### src/sv/mpeg_audio_header_decode_defines.svh
// Shared assertion macros for the header decoder.
`ifndef MPEG_AUDIO_HEADER_DECODE_DEFINES_SVH
`define MPEG_AUDIO_HEADER_DECODE_DEFINES_SVH

// Check that cons holds in the same cycle as ante.
`define MAHD_ASSERT_SAME(lbl, ante, cons, msg) \
  lbl: assert property (@(posedge clk) disable iff (rst) (ante) |-> (cons)) else $error(msg);

// Check that cons holds in the cycle after ante.
`define MAHD_ASSERT_NEXT(lbl, ante, cons, msg) \
  lbl: assert property (@(posedge clk) disable iff (rst) (ante) |=> (cons)) else $error(msg);

`endif

### src/sv/mahd_pkg.sv
package mahd_pkg;

  localparam logic [10:0] SYNC_PATTERN = 11'h7FF;
  localparam logic [1:0]  LAYER_III    = 2'b01;

  // Version field of the header
  localparam logic [1:0] VBITS_MPEG25 = 2'b00;
  localparam logic [1:0] VBITS_RSVD   = 2'b01;
  localparam logic [1:0] VBITS_MPEG2  = 2'b10;
  localparam logic [1:0] VBITS_MPEG1  = 2'b11;

  // Version codes on the result
  localparam logic [1:0] VER_MPEG25 = 2'd0;
  localparam logic [1:0] VER_MPEG2  = 2'd1;
  localparam logic [1:0] VER_MPEG1  = 2'd2;

  localparam logic [3:0] BR_FREE   = 4'd0;
  localparam logic [3:0] BR_RSVD   = 4'd15;
  localparam logic [1:0] SR_RSVD   = 2'd3;
  localparam logic [1:0] MODE_MONO = 2'd3;

  localparam logic [9:0]  KBPS_SCALE = 10'd1000;
  // floor(x/49) as (x*RECIP_49) >> RECIP_SHIFT, exact for x below 2^16
  localparam logic [16:0] RECIP_49    = 17'd85599;
  localparam int          RECIP_SHIFT = 22;

  localparam logic [16:0] MIN_FRAME_BYTES = 17'd4;
  localparam logic [16:0] MAX_FRAME_BYTES = 17'd1441;

  localparam logic [10:0] SPF_MPEG1 = 11'd1152;
  localparam logic [10:0] SPF_LSF   = 11'd576;
  localparam logic [5:0]  SIDE_M1_MONO   = 6'd17;
  localparam logic [5:0]  SIDE_M1_STEREO = 6'd32;
  localparam logic [5:0]  SIDE_LSF_MONO  = 6'd9;
  localparam logic [5:0]  SIDE_LSF_STEREO = 6'd17;
  localparam logic [1:0]  CH_MONO   = 2'd1;
  localparam logic [1:0]  CH_STEREO = 2'd2;

  // Decoded header after the first stage
  typedef struct packed {
    logic        ok;
    logic [1:0]  ver;
    logic [15:0] rate;
    logic [8:0]  kbps;
    logic [8:0]  mult;
    logic        div49;
    logic        half;
    logic        pad;
    logic        mono;
  } hdr_t;

  // After the scaling multiplies
  typedef struct packed {
    logic        ok;
    logic [1:0]  ver;
    logic [15:0] rate;
    logic [18:0] bitrate;
    logic [15:0] prod;
    logic        div49;
    logic        half;
    logic        pad;
    logic        mono;
  } prod_t;

  // After the reciprocal multiply
  typedef struct packed {
    logic        ok;
    logic [1:0]  ver;
    logic [15:0] rate;
    logic [18:0] bitrate;
    logic [10:0] quot49;
    logic [15:0] base_alt;
    logic        div49;
    logic        pad;
    logic        mono;
  } quot_t;

  typedef struct packed {
    logic        valid_res;
    logic [1:0]  version_code;
    logic [15:0] sample_rate_hz;
    logic [18:0] bitrate_bps;
    logic [10:0] samples_per_frame;
    logic [1:0]  channel_count;
    logic [10:0] frame_length;
    logic [5:0]  side_info_bytes;
  } res_t;

  typedef struct packed {
    logic [8:0] mult;
    logic       div49;
    logic       half;
  } scale_t;

  function automatic logic [8:0] kbps_lookup(input logic mpeg1, input logic [3:0] ix);
    logic [8:0] k;
    k = '0;
    if (mpeg1) begin
      unique case (ix)
        4'd1:    k = 9'd32;
        4'd2:    k = 9'd40;
        4'd3:    k = 9'd48;
        4'd4:    k = 9'd56;
        4'd5:    k = 9'd64;
        4'd6:    k = 9'd80;
        4'd7:    k = 9'd96;
        4'd8:    k = 9'd112;
        4'd9:    k = 9'd128;
        4'd10:   k = 9'd160;
        4'd11:   k = 9'd192;
        4'd12:   k = 9'd224;
        4'd13:   k = 9'd256;
        4'd14:   k = 9'd320;
        default: k = 9'd0;
      endcase
    end else begin
      unique case (ix)
        4'd1:    k = 9'd8;
        4'd2:    k = 9'd16;
        4'd3:    k = 9'd24;
        4'd4:    k = 9'd32;
        4'd5:    k = 9'd40;
        4'd6:    k = 9'd48;
        4'd7:    k = 9'd56;
        4'd8:    k = 9'd64;
        4'd9:    k = 9'd80;
        4'd10:   k = 9'd96;
        4'd11:   k = 9'd112;
        4'd12:   k = 9'd128;
        4'd13:   k = 9'd144;
        4'd14:   k = 9'd160;
        default: k = 9'd0;
      endcase
    end
    return k;
  endfunction

  function automatic logic [15:0] rate_lookup(input logic [1:0] ver, input logic [1:0] sr);
    logic [15:0] r;
    r = '0;
    unique case ({ver, sr})
      {VER_MPEG25, 2'd0}: r = 16'd11025;
      {VER_MPEG25, 2'd1}: r = 16'd12000;
      {VER_MPEG25, 2'd2}: r = 16'd8000;
      {VER_MPEG2,  2'd0}: r = 16'd22050;
      {VER_MPEG2,  2'd1}: r = 16'd24000;
      {VER_MPEG2,  2'd2}: r = 16'd16000;
      {VER_MPEG1,  2'd0}: r = 16'd44100;
      {VER_MPEG1,  2'd1}: r = 16'd48000;
      {VER_MPEG1,  2'd2}: r = 16'd32000;
      default:            r = 16'd0;
    endcase
    return r;
  endfunction

  // coeff*1000/rate reduced per rate: kbps*mult, then /49, /2 or as is
  function automatic scale_t scale_lookup(input logic [1:0] ver, input logic [1:0] sr);
    scale_t s;
    s = '0;
    unique case ({ver, sr})
      {VER_MPEG25, 2'd0}: s = '{mult: 9'd320, div49: 1'b1, half: 1'b0};
      {VER_MPEG25, 2'd1}: s = '{mult: 9'd6,   div49: 1'b0, half: 1'b0};
      {VER_MPEG25, 2'd2}: s = '{mult: 9'd9,   div49: 1'b0, half: 1'b0};
      {VER_MPEG2,  2'd0}: s = '{mult: 9'd160, div49: 1'b1, half: 1'b0};
      {VER_MPEG2,  2'd1}: s = '{mult: 9'd3,   div49: 1'b0, half: 1'b0};
      {VER_MPEG2,  2'd2}: s = '{mult: 9'd9,   div49: 1'b0, half: 1'b1};
      {VER_MPEG1,  2'd0}: s = '{mult: 9'd160, div49: 1'b1, half: 1'b0};
      {VER_MPEG1,  2'd1}: s = '{mult: 9'd3,   div49: 1'b0, half: 1'b0};
      {VER_MPEG1,  2'd2}: s = '{mult: 9'd9,   div49: 1'b0, half: 1'b1};
      default:            s = '0;
    endcase
    return s;
  endfunction

endpackage

### src/sv/mahd_field_decode.sv
`include "mpeg_audio_header_decode_defines.svh"

module mahd_field_decode (
  input  logic               clk,
  input  logic               rst,
  input  logic               in_valid,
  output logic               in_ready,
  input  logic [31:0]        header_word,
  output logic               out_valid,
  input  logic               out_ready,
  output mahd_pkg::hdr_t     out_data
);

  logic           valid;
  mahd_pkg::hdr_t hdr;
  mahd_pkg::hdr_t hdr_next;
  mahd_pkg::scale_t scl;
  logic [1:0]     vbits;
  logic [1:0]     sr_ix;
  logic [3:0]     br_ix;
  logic [1:0]     ver;
  logic           ver_ok;

  assign vbits = header_word[20:19];
  assign br_ix = header_word[15:12];
  assign sr_ix = header_word[11:10];

  always_comb begin
    ver    = mahd_pkg::VER_MPEG25;
    ver_ok = 1'b1;
    unique case (vbits)
      mahd_pkg::VBITS_MPEG25: ver = mahd_pkg::VER_MPEG25;
      mahd_pkg::VBITS_MPEG2:  ver = mahd_pkg::VER_MPEG2;
      mahd_pkg::VBITS_MPEG1:  ver = mahd_pkg::VER_MPEG1;
      default:                ver_ok = 1'b0;
    endcase
  end

  always_comb begin
    scl = mahd_pkg::scale_lookup(ver, sr_ix);
    hdr_next.ok    = (header_word[31:21] == mahd_pkg::SYNC_PATTERN) && ver_ok &&
                     (header_word[18:17] == mahd_pkg::LAYER_III) &&
                     (br_ix != mahd_pkg::BR_FREE) && (br_ix != mahd_pkg::BR_RSVD) &&
                     (sr_ix != mahd_pkg::SR_RSVD);
    hdr_next.ver   = ver;
    hdr_next.rate  = mahd_pkg::rate_lookup(ver, sr_ix);
    hdr_next.kbps  = mahd_pkg::kbps_lookup(ver == mahd_pkg::VER_MPEG1, br_ix);
    hdr_next.mult  = scl.mult;
    hdr_next.div49 = scl.div49;
    hdr_next.half  = scl.half;
    hdr_next.pad   = header_word[9];
    hdr_next.mono  = (header_word[7:6] == mahd_pkg::MODE_MONO);
  end

  assign in_ready = !valid || out_ready;

  always_ff @(posedge clk) begin
    if (rst) begin
      valid <= 1'b0;
    end else if (in_ready) begin
      valid <= in_valid;
    end
  end

  always_ff @(posedge clk) begin
    if (in_ready && in_valid) begin
      hdr <= hdr_next;
    end
  end

  assign out_valid = valid;
  assign out_data  = hdr;

  `MAHD_ASSERT_NEXT(a_bad_sync_rejected,
    in_valid && in_ready && (header_word[31:21] != mahd_pkg::SYNC_PATTERN),
    !out_data.ok, "header with bad sync marked ok")

endmodule

### src/sv/mahd_len_calc.sv
`include "mpeg_audio_header_decode_defines.svh"

module mahd_len_calc (
  input  logic               clk,
  input  logic               rst,
  input  logic               in_valid,
  output logic               in_ready,
  input  mahd_pkg::hdr_t     in_data,
  output logic               out_valid,
  input  logic               out_ready,
  output mahd_pkg::quot_t    out_data
);

  // Stage 2: scale kbps; stage 3: reciprocal multiply for the /49 rates
  logic            valid2;
  logic            valid3;
  logic            ready2;
  logic            ready3;
  mahd_pkg::prod_t p2;
  mahd_pkg::prod_t p2_next;
  mahd_pkg::quot_t q3;
  mahd_pkg::quot_t q3_next;
  logic [17:0]     prod_full;
  logic [32:0]     recip_full;

  assign prod_full = 18'(in_data.kbps) * 18'(in_data.mult);

  always_comb begin
    p2_next.ok      = in_data.ok;
    p2_next.ver     = in_data.ver;
    p2_next.rate    = in_data.rate;
    p2_next.bitrate = 19'(in_data.kbps) * 19'(mahd_pkg::KBPS_SCALE);
    p2_next.prod    = prod_full[15:0];
    p2_next.div49   = in_data.div49;
    p2_next.half    = in_data.half;
    p2_next.pad     = in_data.pad;
    p2_next.mono    = in_data.mono;
  end

  assign recip_full = 33'(p2.prod) * 33'(mahd_pkg::RECIP_49);

  always_comb begin
    q3_next.ok       = p2.ok;
    q3_next.ver      = p2.ver;
    q3_next.rate     = p2.rate;
    q3_next.bitrate  = p2.bitrate;
    q3_next.quot49   = recip_full[mahd_pkg::RECIP_SHIFT +: 11];
    q3_next.base_alt = p2.half ? (p2.prod >> 1) : p2.prod;
    q3_next.div49    = p2.div49;
    q3_next.pad      = p2.pad;
    q3_next.mono     = p2.mono;
  end

  assign ready3   = !valid3 || out_ready;
  assign ready2   = !valid2 || ready3;
  assign in_ready = ready2;

  always_ff @(posedge clk) begin
    if (rst) begin
      valid2 <= 1'b0;
      valid3 <= 1'b0;
    end else begin
      if (ready2) begin
        valid2 <= in_valid;
      end
      if (ready3) begin
        valid3 <= valid2;
      end
    end
  end

  always_ff @(posedge clk) begin
    if (ready2 && in_valid) begin
      p2 <= p2_next;
    end
    if (ready3 && valid2) begin
      q3 <= q3_next;
    end
  end

  assign out_valid = valid3;
  assign out_data  = q3;

  `MAHD_ASSERT_NEXT(a_stage3_holds, valid3 && !out_ready,
    valid3 && $stable(q3), "stage 3 dropped or changed a stalled transaction")

endmodule

### src/sv/mahd_result.sv
`include "mpeg_audio_header_decode_defines.svh"

module mahd_result (
  input  logic               clk,
  input  logic               rst,
  input  logic               in_valid,
  output logic               in_ready,
  input  mahd_pkg::quot_t    in_data,
  output logic               out_valid,
  input  logic               out_ready,
  output mahd_pkg::res_t     out_data
);

  logic            valid;
  mahd_pkg::res_t  res;
  mahd_pkg::res_t  res_next;
  logic [15:0]     base;
  logic [16:0]     flen;
  logic            good;
  logic            mpeg1;

  always_comb begin
    base  = in_data.div49 ? 16'(in_data.quot49) : in_data.base_alt;
    flen  = 17'(base) + 17'(in_data.pad);
    mpeg1 = (in_data.ver == mahd_pkg::VER_MPEG1);
    good  = in_data.ok && (flen >= mahd_pkg::MIN_FRAME_BYTES) &&
            (flen <= mahd_pkg::MAX_FRAME_BYTES);
    res_next = '0;
    if (good) begin
      res_next.valid_res         = 1'b1;
      res_next.version_code      = in_data.ver;
      res_next.sample_rate_hz    = in_data.rate;
      res_next.bitrate_bps       = in_data.bitrate;
      res_next.samples_per_frame = mpeg1 ? mahd_pkg::SPF_MPEG1 : mahd_pkg::SPF_LSF;
      res_next.channel_count     = in_data.mono ? mahd_pkg::CH_MONO : mahd_pkg::CH_STEREO;
      res_next.frame_length      = flen[10:0];
      if (mpeg1) begin
        res_next.side_info_bytes = in_data.mono ? mahd_pkg::SIDE_M1_MONO
                                                : mahd_pkg::SIDE_M1_STEREO;
      end else begin
        res_next.side_info_bytes = in_data.mono ? mahd_pkg::SIDE_LSF_MONO
                                                : mahd_pkg::SIDE_LSF_STEREO;
      end
    end
  end

  assign in_ready = !valid || out_ready;

  always_ff @(posedge clk) begin
    if (rst) begin
      valid <= 1'b0;
    end else if (in_ready) begin
      valid <= in_valid;
    end
  end

  always_ff @(posedge clk) begin
    if (in_ready && in_valid) begin
      res <= res_next;
    end
  end

  assign out_valid = valid;
  assign out_data  = res;

  `MAHD_ASSERT_SAME(a_len_in_range, valid && res.valid_res,
    (res.frame_length >= 11'(mahd_pkg::MIN_FRAME_BYTES)) &&
    (res.frame_length <= 11'(mahd_pkg::MAX_FRAME_BYTES)),
    "accepted header with frame length out of range")
  `MAHD_ASSERT_SAME(a_reject_zeroed, valid && !res.valid_res, res == '0,
    "rejected header with non-zero fields")

endmodule

### src/sv/mpeg_audio_header_decode.sv
// Channel  Dir  tdata                                     tuser
// s_axis   in   [31:0] header_word                        -
// m_axis   out  version_code, sample_rate_hz, bitrate_bps, [0] valid_res
//               samples_per_frame, channel_count,
//               frame_length, side_info_bytes (72 bits)
//
// One header per cycle unless m_axis_tready stalls the pipeline.
// Four register stages: field decode and table lookup, kbps scaling, the
// reciprocal multiply that divides by 49, and range check with result register.
// Synchronous reset clears the stage valid bits only; no clearing pass.
// Each stage stalls only when it is full and the next one cannot take its item.
module mpeg_audio_header_decode (
  input  logic        clk,
  input  logic        rst,
  input  logic        s_axis_tvalid,
  output logic        s_axis_tready,
  input  logic [31:0] s_axis_tdata,   // [31:0] header_word
  output logic        m_axis_tvalid,
  input  logic        m_axis_tready,
  output logic [71:0] m_axis_tdata,   // [1:0] version_code, [17:2] sample_rate_hz,
                                      // [36:18] bitrate_bps, [47:37] samples_per_frame,
                                      // [49:48] channel_count, [60:50] frame_length,
                                      // [66:61] side_info_bytes, [71:67] zero
  output logic        m_axis_tuser    // [0] valid_res
);

  logic            dec_valid;
  logic            dec_ready;
  mahd_pkg::hdr_t  dec_data;
  logic            len_valid;
  logic            len_ready;
  mahd_pkg::quot_t len_data;
  mahd_pkg::res_t  res;

  mahd_field_decode u_decode (
    .clk         (clk),
    .rst         (rst),
    .in_valid    (s_axis_tvalid),
    .in_ready    (s_axis_tready),
    .header_word (s_axis_tdata),
    .out_valid   (dec_valid),
    .out_ready   (dec_ready),
    .out_data    (dec_data)
  );

  mahd_len_calc u_len (
    .clk       (clk),
    .rst       (rst),
    .in_valid  (dec_valid),
    .in_ready  (dec_ready),
    .in_data   (dec_data),
    .out_valid (len_valid),
    .out_ready (len_ready),
    .out_data  (len_data)
  );

  mahd_result u_result (
    .clk       (clk),
    .rst       (rst),
    .in_valid  (len_valid),
    .in_ready  (len_ready),
    .in_data   (len_data),
    .out_valid (m_axis_tvalid),
    .out_ready (m_axis_tready),
    .out_data  (res)
  );

  assign m_axis_tdata = {5'b0, res.side_info_bytes, res.frame_length, res.channel_count,
                         res.samples_per_frame, res.bitrate_bps, res.sample_rate_hz,
                         res.version_code};
  assign m_axis_tuser = res.valid_res;

endmodule
### config.mk
export PLATFORM = sky130hd
export DESIGN_NAME = mpeg_audio_header_decode
export DESIGN_NICKNAME = d
export VERILOG_FILES = /design/src/sv/mahd_pkg.sv /design/src/sv/mahd_field_decode.sv /design/src/sv/mahd_len_calc.sv /design/src/sv/mahd_result.sv /design/src/sv/mpeg_audio_header_decode.sv
export VERILOG_INCLUDE_DIRS = /design/src /design/src/sv
export SDC_FILE = /design/constraint.sdc
export NUM_CORES = 1
export LEC_CHECK = 0
export BUFFER_PORTS_ARGS = -buffer_cell sky130_fd_sc_hd__buf_2
export CAP_MARGIN = 30
export CORE_MARGIN = 4
export CORE_UTILIZATION = 65
export CTS_CLUSTER_DIAMETER = 120
export DETAILED_ROUTE_END_ITERATION = 8
export MAX_ROUTING_LAYER = met4
export PLACE_DENSITY = 0.85
export SKIP_LAST_GASP = 1
export SLEW_MARGIN = 0
export SYNTH_ARGS = -nofsm -noshare
export SYNTH_HDL_FRONTEND = slang
export SYNTH_SLANG_ARGS = --single-unit
### constraint.sdc
create_clock -name clk -period 10.9 [get_ports clk]
set_clock_uncertainty 0.2 [all_clocks]
set_input_delay 1.635 -clock clk [delete_from_list [all_inputs] [get_ports clk]]
set_output_delay 1.635 -clock clk [all_outputs]
set_load 0.005 [all_outputs]
# Word level (Yosys, flattened, before mapping)
# Memory sizes are Yosys's and may differ from the RTL's. A register that Yosys moved wholly into a read port is not among the register bits.
# Cells that the tools add are included.
dict set report classes {
  add_sub_neg 1
  mul 3
  n_lt_le_gt_ge 2
  eq_ne 9
  mux 11
  n_reduce_logical 22
}
# op count
set op_table {}
lappend op_table {{$mux W68} 1}
lappend op_table {{$mul A16 B17 Y33 const B} 1}
lappend op_table {{$add A16 B1 Y17} 1}
lappend op_table {{$ge A17 B3 Y1 const B} 1}
lappend op_table {{$le A17 B11 Y1 const B} 1}
lappend op_table {{$mul A9 B7 Y16 const B} 1}
lappend op_table {{$mul A9 B9 Y16} 1}
lappend op_table {{$mux W16} 1}
lappend op_table {{$mux W15} 1}
lappend op_table {{$mux W6} 2}
lappend op_table {{$eq A11 B11 Y1 const B} 1}
lappend op_table {{$logic_and A1 B1 Y1} 11}
lappend op_table {{$mux W11} 1}
lappend op_table {{$eq A2 B2 Y1 const B} 5}
lappend op_table {{$mux W9} 1}
lappend op_table {{$mux W5} 1}
lappend op_table {{$logic_not A1 Y1} 4}
lappend op_table {{$logic_or A1 B1 Y1} 4}
lappend op_table {{$ne A4 B4 Y1 const B} 1}
lappend op_table {{$pmux W2 S2} 1}
lappend op_table {{$reduce_bool A4 Y1} 1}
lappend op_table {{$reduce_or A3 Y1} 1}
lappend op_table {{$eq A2 B1 Y1 const B} 1}
lappend op_table {{$logic_not A2 Y1} 1}
lappend op_table {{other kinds (3)} 3}
dict set report word_totals {
  reg_bits 228
  romBits 576
  input_bits 36
  out_inout_bits 75
  elab_cells 90
  memories 4
}
# memory words width read_ports rd_ports_with_merged_regs wr line
set memory_table {}
lappend memory_table {{(no name shown)} 16 15 1 1 0 mahd_pkg.sv:141} ;# unique case ({ver, sr})
lappend memory_table {{(no name shown)} 16 10 1 1 0 mahd_pkg.sv:160} ;# unique case ({ver, sr})
lappend memory_table {{(no name shown)} 16 6 1 0 0 mahd_pkg.sv:99} ;# unique case (ix)
lappend memory_table {{(no name shown)} 16 5 1 0 0 mahd_pkg.sv:117} ;# unique case (ix)

# Longest topological paths before layout
dict set report depth {
  depth_word 8
  mapped_depth 20
  ltp_nobuf 20
}

# By module
# From an unflattened synthesis, not the netlist that was laid out.
dict set report unflattened {
  hier_cells 1561
  hier_area_um2 17875.9
}
# module instances cells_each area_each_um2 seq_area_each_um2
set by_module_without_submodules {}
lappend by_module_without_submodules {mahd_len_calc 1 1146 12979.9 3643.5}
lappend by_module_without_submodules {mahd_result 1 263 3155.5 1731.7}
lappend by_module_without_submodules {mahd_field_decode 1 146 1699.1 980.9}
lappend by_module_without_submodules {mpeg_audio_header_decode 1 6 41.3 0.0}

# Worst setup path before layout
# OpenSTA, ideal clock, no wires.
dict set report synth_path {
  path_type {in2reg}
  startpoint {input m_axis_tready}
  endpoint {register u_len.q3 (netlist bit u_len.out_data[0]) (enable)}
  setup_time_ns 0.563
  arrival_ns 5.948
  required_ns 10.137
  setup_slack_ns 4.189
  stages 2
  n_path_buf 0
  cell_sequence {nor2b_1 a21boi_0}
}
dict set report synth_between {
  elab_chain_len 3
}
# element line
set synth_rtl {}
lappend synth_rtl {{from (decl)} mpeg_audio_header_decode.sv:19} ;# input logic m_axis_tready,
lappend synth_rtl {{$logic_or A1 B1 Y1} mahd_result.sv:47} ;# assign in_ready = !valid || out_ready;
lappend synth_rtl {{$logic_or A1 B1 Y1} mahd_len_calc.sv:54} ;# assign ready3 = !valid3 || out_ready;
lappend synth_rtl {{$logic_and A1 B1 Y1} mahd_len_calc.sv:76} ;# if (ready3 && valid2) begin
lappend synth_rtl {{to (signal assigned)} mahd_len_calc.sv:77} ;# q3 <= q3_next;
lappend synth_rtl {{to (decl)} mahd_len_calc.sv:21} ;# mahd_pkg::quot_t q3;
# No other way between the ends.
# A chain may end at the register's enable or synchronous reset.

==> results.yml <==
timing:
  finalSetupViolCount: 0
  max_clock_freq_mhz: 143
  finalSetupTns_ns: 0
  worst_slew_pin_slew_ns: 1.02
  period_share_pct: 64.2
  slew_violations: 0
  fin_crit_ns: 6.99
  max_slew_margin_pct: 31.9
  rsz0062_at_grt: "no"
  hold_viol_final: 0
clock_network:
  clock_latency_ns: 0.44
  clock-root-buffer: "clkbuf_16"
  ctsHtreeMaxLevel: 4
  cts_resized: 0
  ctsHoldBuffers: 0
  cts_inserted_buffers: 17
  clk_transition_reported_paths_ns: 0.08
  cts.sinks: 190
  cts_tree: "built"
  clockBufferDepth: 2
  postCtsSetupRepairBufs: 0
final_layout:
  fillers: 1277
  seqCellArea_um2: 5670
  drive_above_1_share_pct: 11.5
  multiInputGateArea_um2: 7430
  syn_to_final_growth_pct: 8.97
  nets: 1569
yosys:
  syn_inst: 1136
  syn_area_um2: 14000
  yosys_most_used_dff: "edfxtp_1"
  synth.distinct_cells: 60
  avgSynthCellArea_um2: 12.3
  synthTopCellsByCount: "203 x ha_1, 192 x inv_1, 186 x edfxtp_1"
  synth.yosys.seq_area_share_pct: 40.6
  synth.area.top_cells: "edfxtp_1 40%, ha_1 18%, fa_1 16%, inv_1 5.2%, and2_1 3.4%"
  yosysMostFrequentCell: "ha_1"
  synth_top_area_share_pct: 40.0
  synth_top_area_cell: "edfxtp_1"
  synth_edf_count: 186
  async_reset_ff_share_pct: 0
  ys_ff_latch: 190
  yosysWarningCount: 0
global_route:
  grt_pass1_wl_um: 43800
  gr-total-overflow: 0
  antenna_found_initial: 1
  first_global_vias: 8839
  grtUsageTotal_pct: 23.8
  grt_max_degree: 48
flow_run:
  maxCapViolCount: 0
floorplanning:
  die-area_um2: 23900
  core-area_um2: 21100
  rows: 53
  die_width_um: 155
  pin_count: 111
  initial_core_util_pct: 66.3
  dieHeight_um: 155
detailed_routing:
  first_iter_violations: 521
  antenna_left: 0
  drc: 0
  wire_per_inst_um: 17.4
  dr.pass1.iters: 5
  drt_wl_total_um: 26300
  vias: 8432
  vias_per_cell: 5.59
setup_path:
  reg2reg_to: "u_len.out_data[29]"
  r2r_slack_ns: 3.91
  cp-start-kind: "flip-flop"
  cp-end-kind: "flip-flop"
  required_ns: 10.88
  critPathKind: "flip-flop to flip-flop"
  critical_path_arrival_ns: 6.98
  cp_max_fo: 8
  r2r_start: "u_len.p2[17]"
  reg2regPathDepth: 20
placed_design:
  port_buffers: 81
  gp_congestion: 0.891
  dp_hpwl_um: 19800
min_path:
  hold_end: "u_len.p2[0]"
  holdPathStages: 0
  hp-start: "u_decode.out_data[0]"
  hold_path_class: "flip-flop to flip-flop"
status:
  status: "complete, no violations"
[critical path, cell delays in order (launching register included)]
cell,delay [ns]
edfxtp_1,0.64
inv_1,0.15
fa_1,0.77
xor2_1,0.15
ha_1,0.19
or2_2,0.30
fa_1,0.52
inv_1,0.06
fa_1,0.54
inv_1,0.06
fa_1,0.42
ha_1,0.30
ha_1,0.31
a21oi_1,0.13
nor2_1,0.06
a211oi_1,0.25
o211ai_1,0.28
a221oi_1,0.58
o21ai_0,0.24
o41ai_1,0.44
xnor2_1,0.11
[layer usage]
metal	track usage, %	vias to the layer above	part of all wire, %
met5	-	-	0
met4	7.57	0	2.6
met1	29.7	4150	41
li1	-	3982	-
met3	4.59	60	4.9
met2	39.7	240	51
[logic make-up after synthesis]
group / Yosys count / synth area share [%]
muxes: 18 / 1.47
DFF: 190 / 40.6
and+or+nand+nor: 227 / 8.89
buffers and inverters: 231 / 7.10
AOI/OAI and AO/OA: 113 / 5.32
adders and majority gates: 313 / 33.9
xor gates and xnor gates: 43 / 2.70
other: 1 / 0.0268
[sequential cells by signal, summed over array words and instances, names as in the netlist]
name and flops:
u_len.p2 47, u_decode.out_data 32, u_len.out_data 58, u_result.out_data 49, u_len.out_valid 1, u_decode.out_valid 1
u_result.out_valid 1, u_len.valid2 1
[area by class of cell]
class	count	area share, %
Tap cell	275	2.26
Timing Repair Buffer	84	2.81
Sequential cell	190	37.2
Clock buffer	17	2.79
Antenna cell	1	0.0164
Inverter	192	4.73
Clock inverter	15	1.39
Multi-Input combinational cell	735	48.8
[placed cells by master, fill, tap and decap left out, types with 8 or more instances in the layout]
master     count
a21o_1         8
fa_1         110
o21bai_1       8
xnor2_1       29
o21ai_0       27
buf_2         81
nand2_1       39
conb_1        21
edfxtp_1     186
xor2_1        14
ha_1         203
and2_1        76
nor2b_1        9
nor2_1        38
nand4_1       11
mux2i_1        9
nor3_1        15
inv_1        192
clkbuf_16     17
a21oi_1       33
[per-stage QoR]
step                setup slack, ns  utilization (%)  area (um2)  hold WS [ns]  instances
global placement               4.13             69.2       14600         0.201       1476
detailed placement             4.04             69.2       14600         0.205       1476
global route                   3.59             72.2       15200         0.223       1509
floorplan                      4.19                -       14000         0.200       1156
finish                         3.91             72.2       15200         0.217       1509
CTS                            3.97             72.2       15200         0.218       1508
[how the worst max path moves through the flow]
| stage | from | end | slack [ns] | cells after the start |
|---|---|---|---|---|
| 6_report | u_len.p2[17] | u_len.out_data[29] | 3.91 | 20 |
| 5_1_grt | u_len.p2[17] | u_len.out_data[29] | 3.59 | 20 |
| 4_1_cts | u_len.p2[17] | u_len.out_data[29] | 3.97 | 20 |
| 3_5_place_dp | u_len.p2[17] | u_len.out_data[29] | 4.04 | 20 |
| 3_3_place_gp | u_len.p2[17] | u_len.out_data[29] | 4.13 | 20 |
| 2_1_floorplan | m_axis_tready | u_len.out_data[0] | 4.19 | 2 |
Power is left out: the tool's default activity adds up to more than one toggle a clock period on the data nets, which glitch-free logic cannot reach.
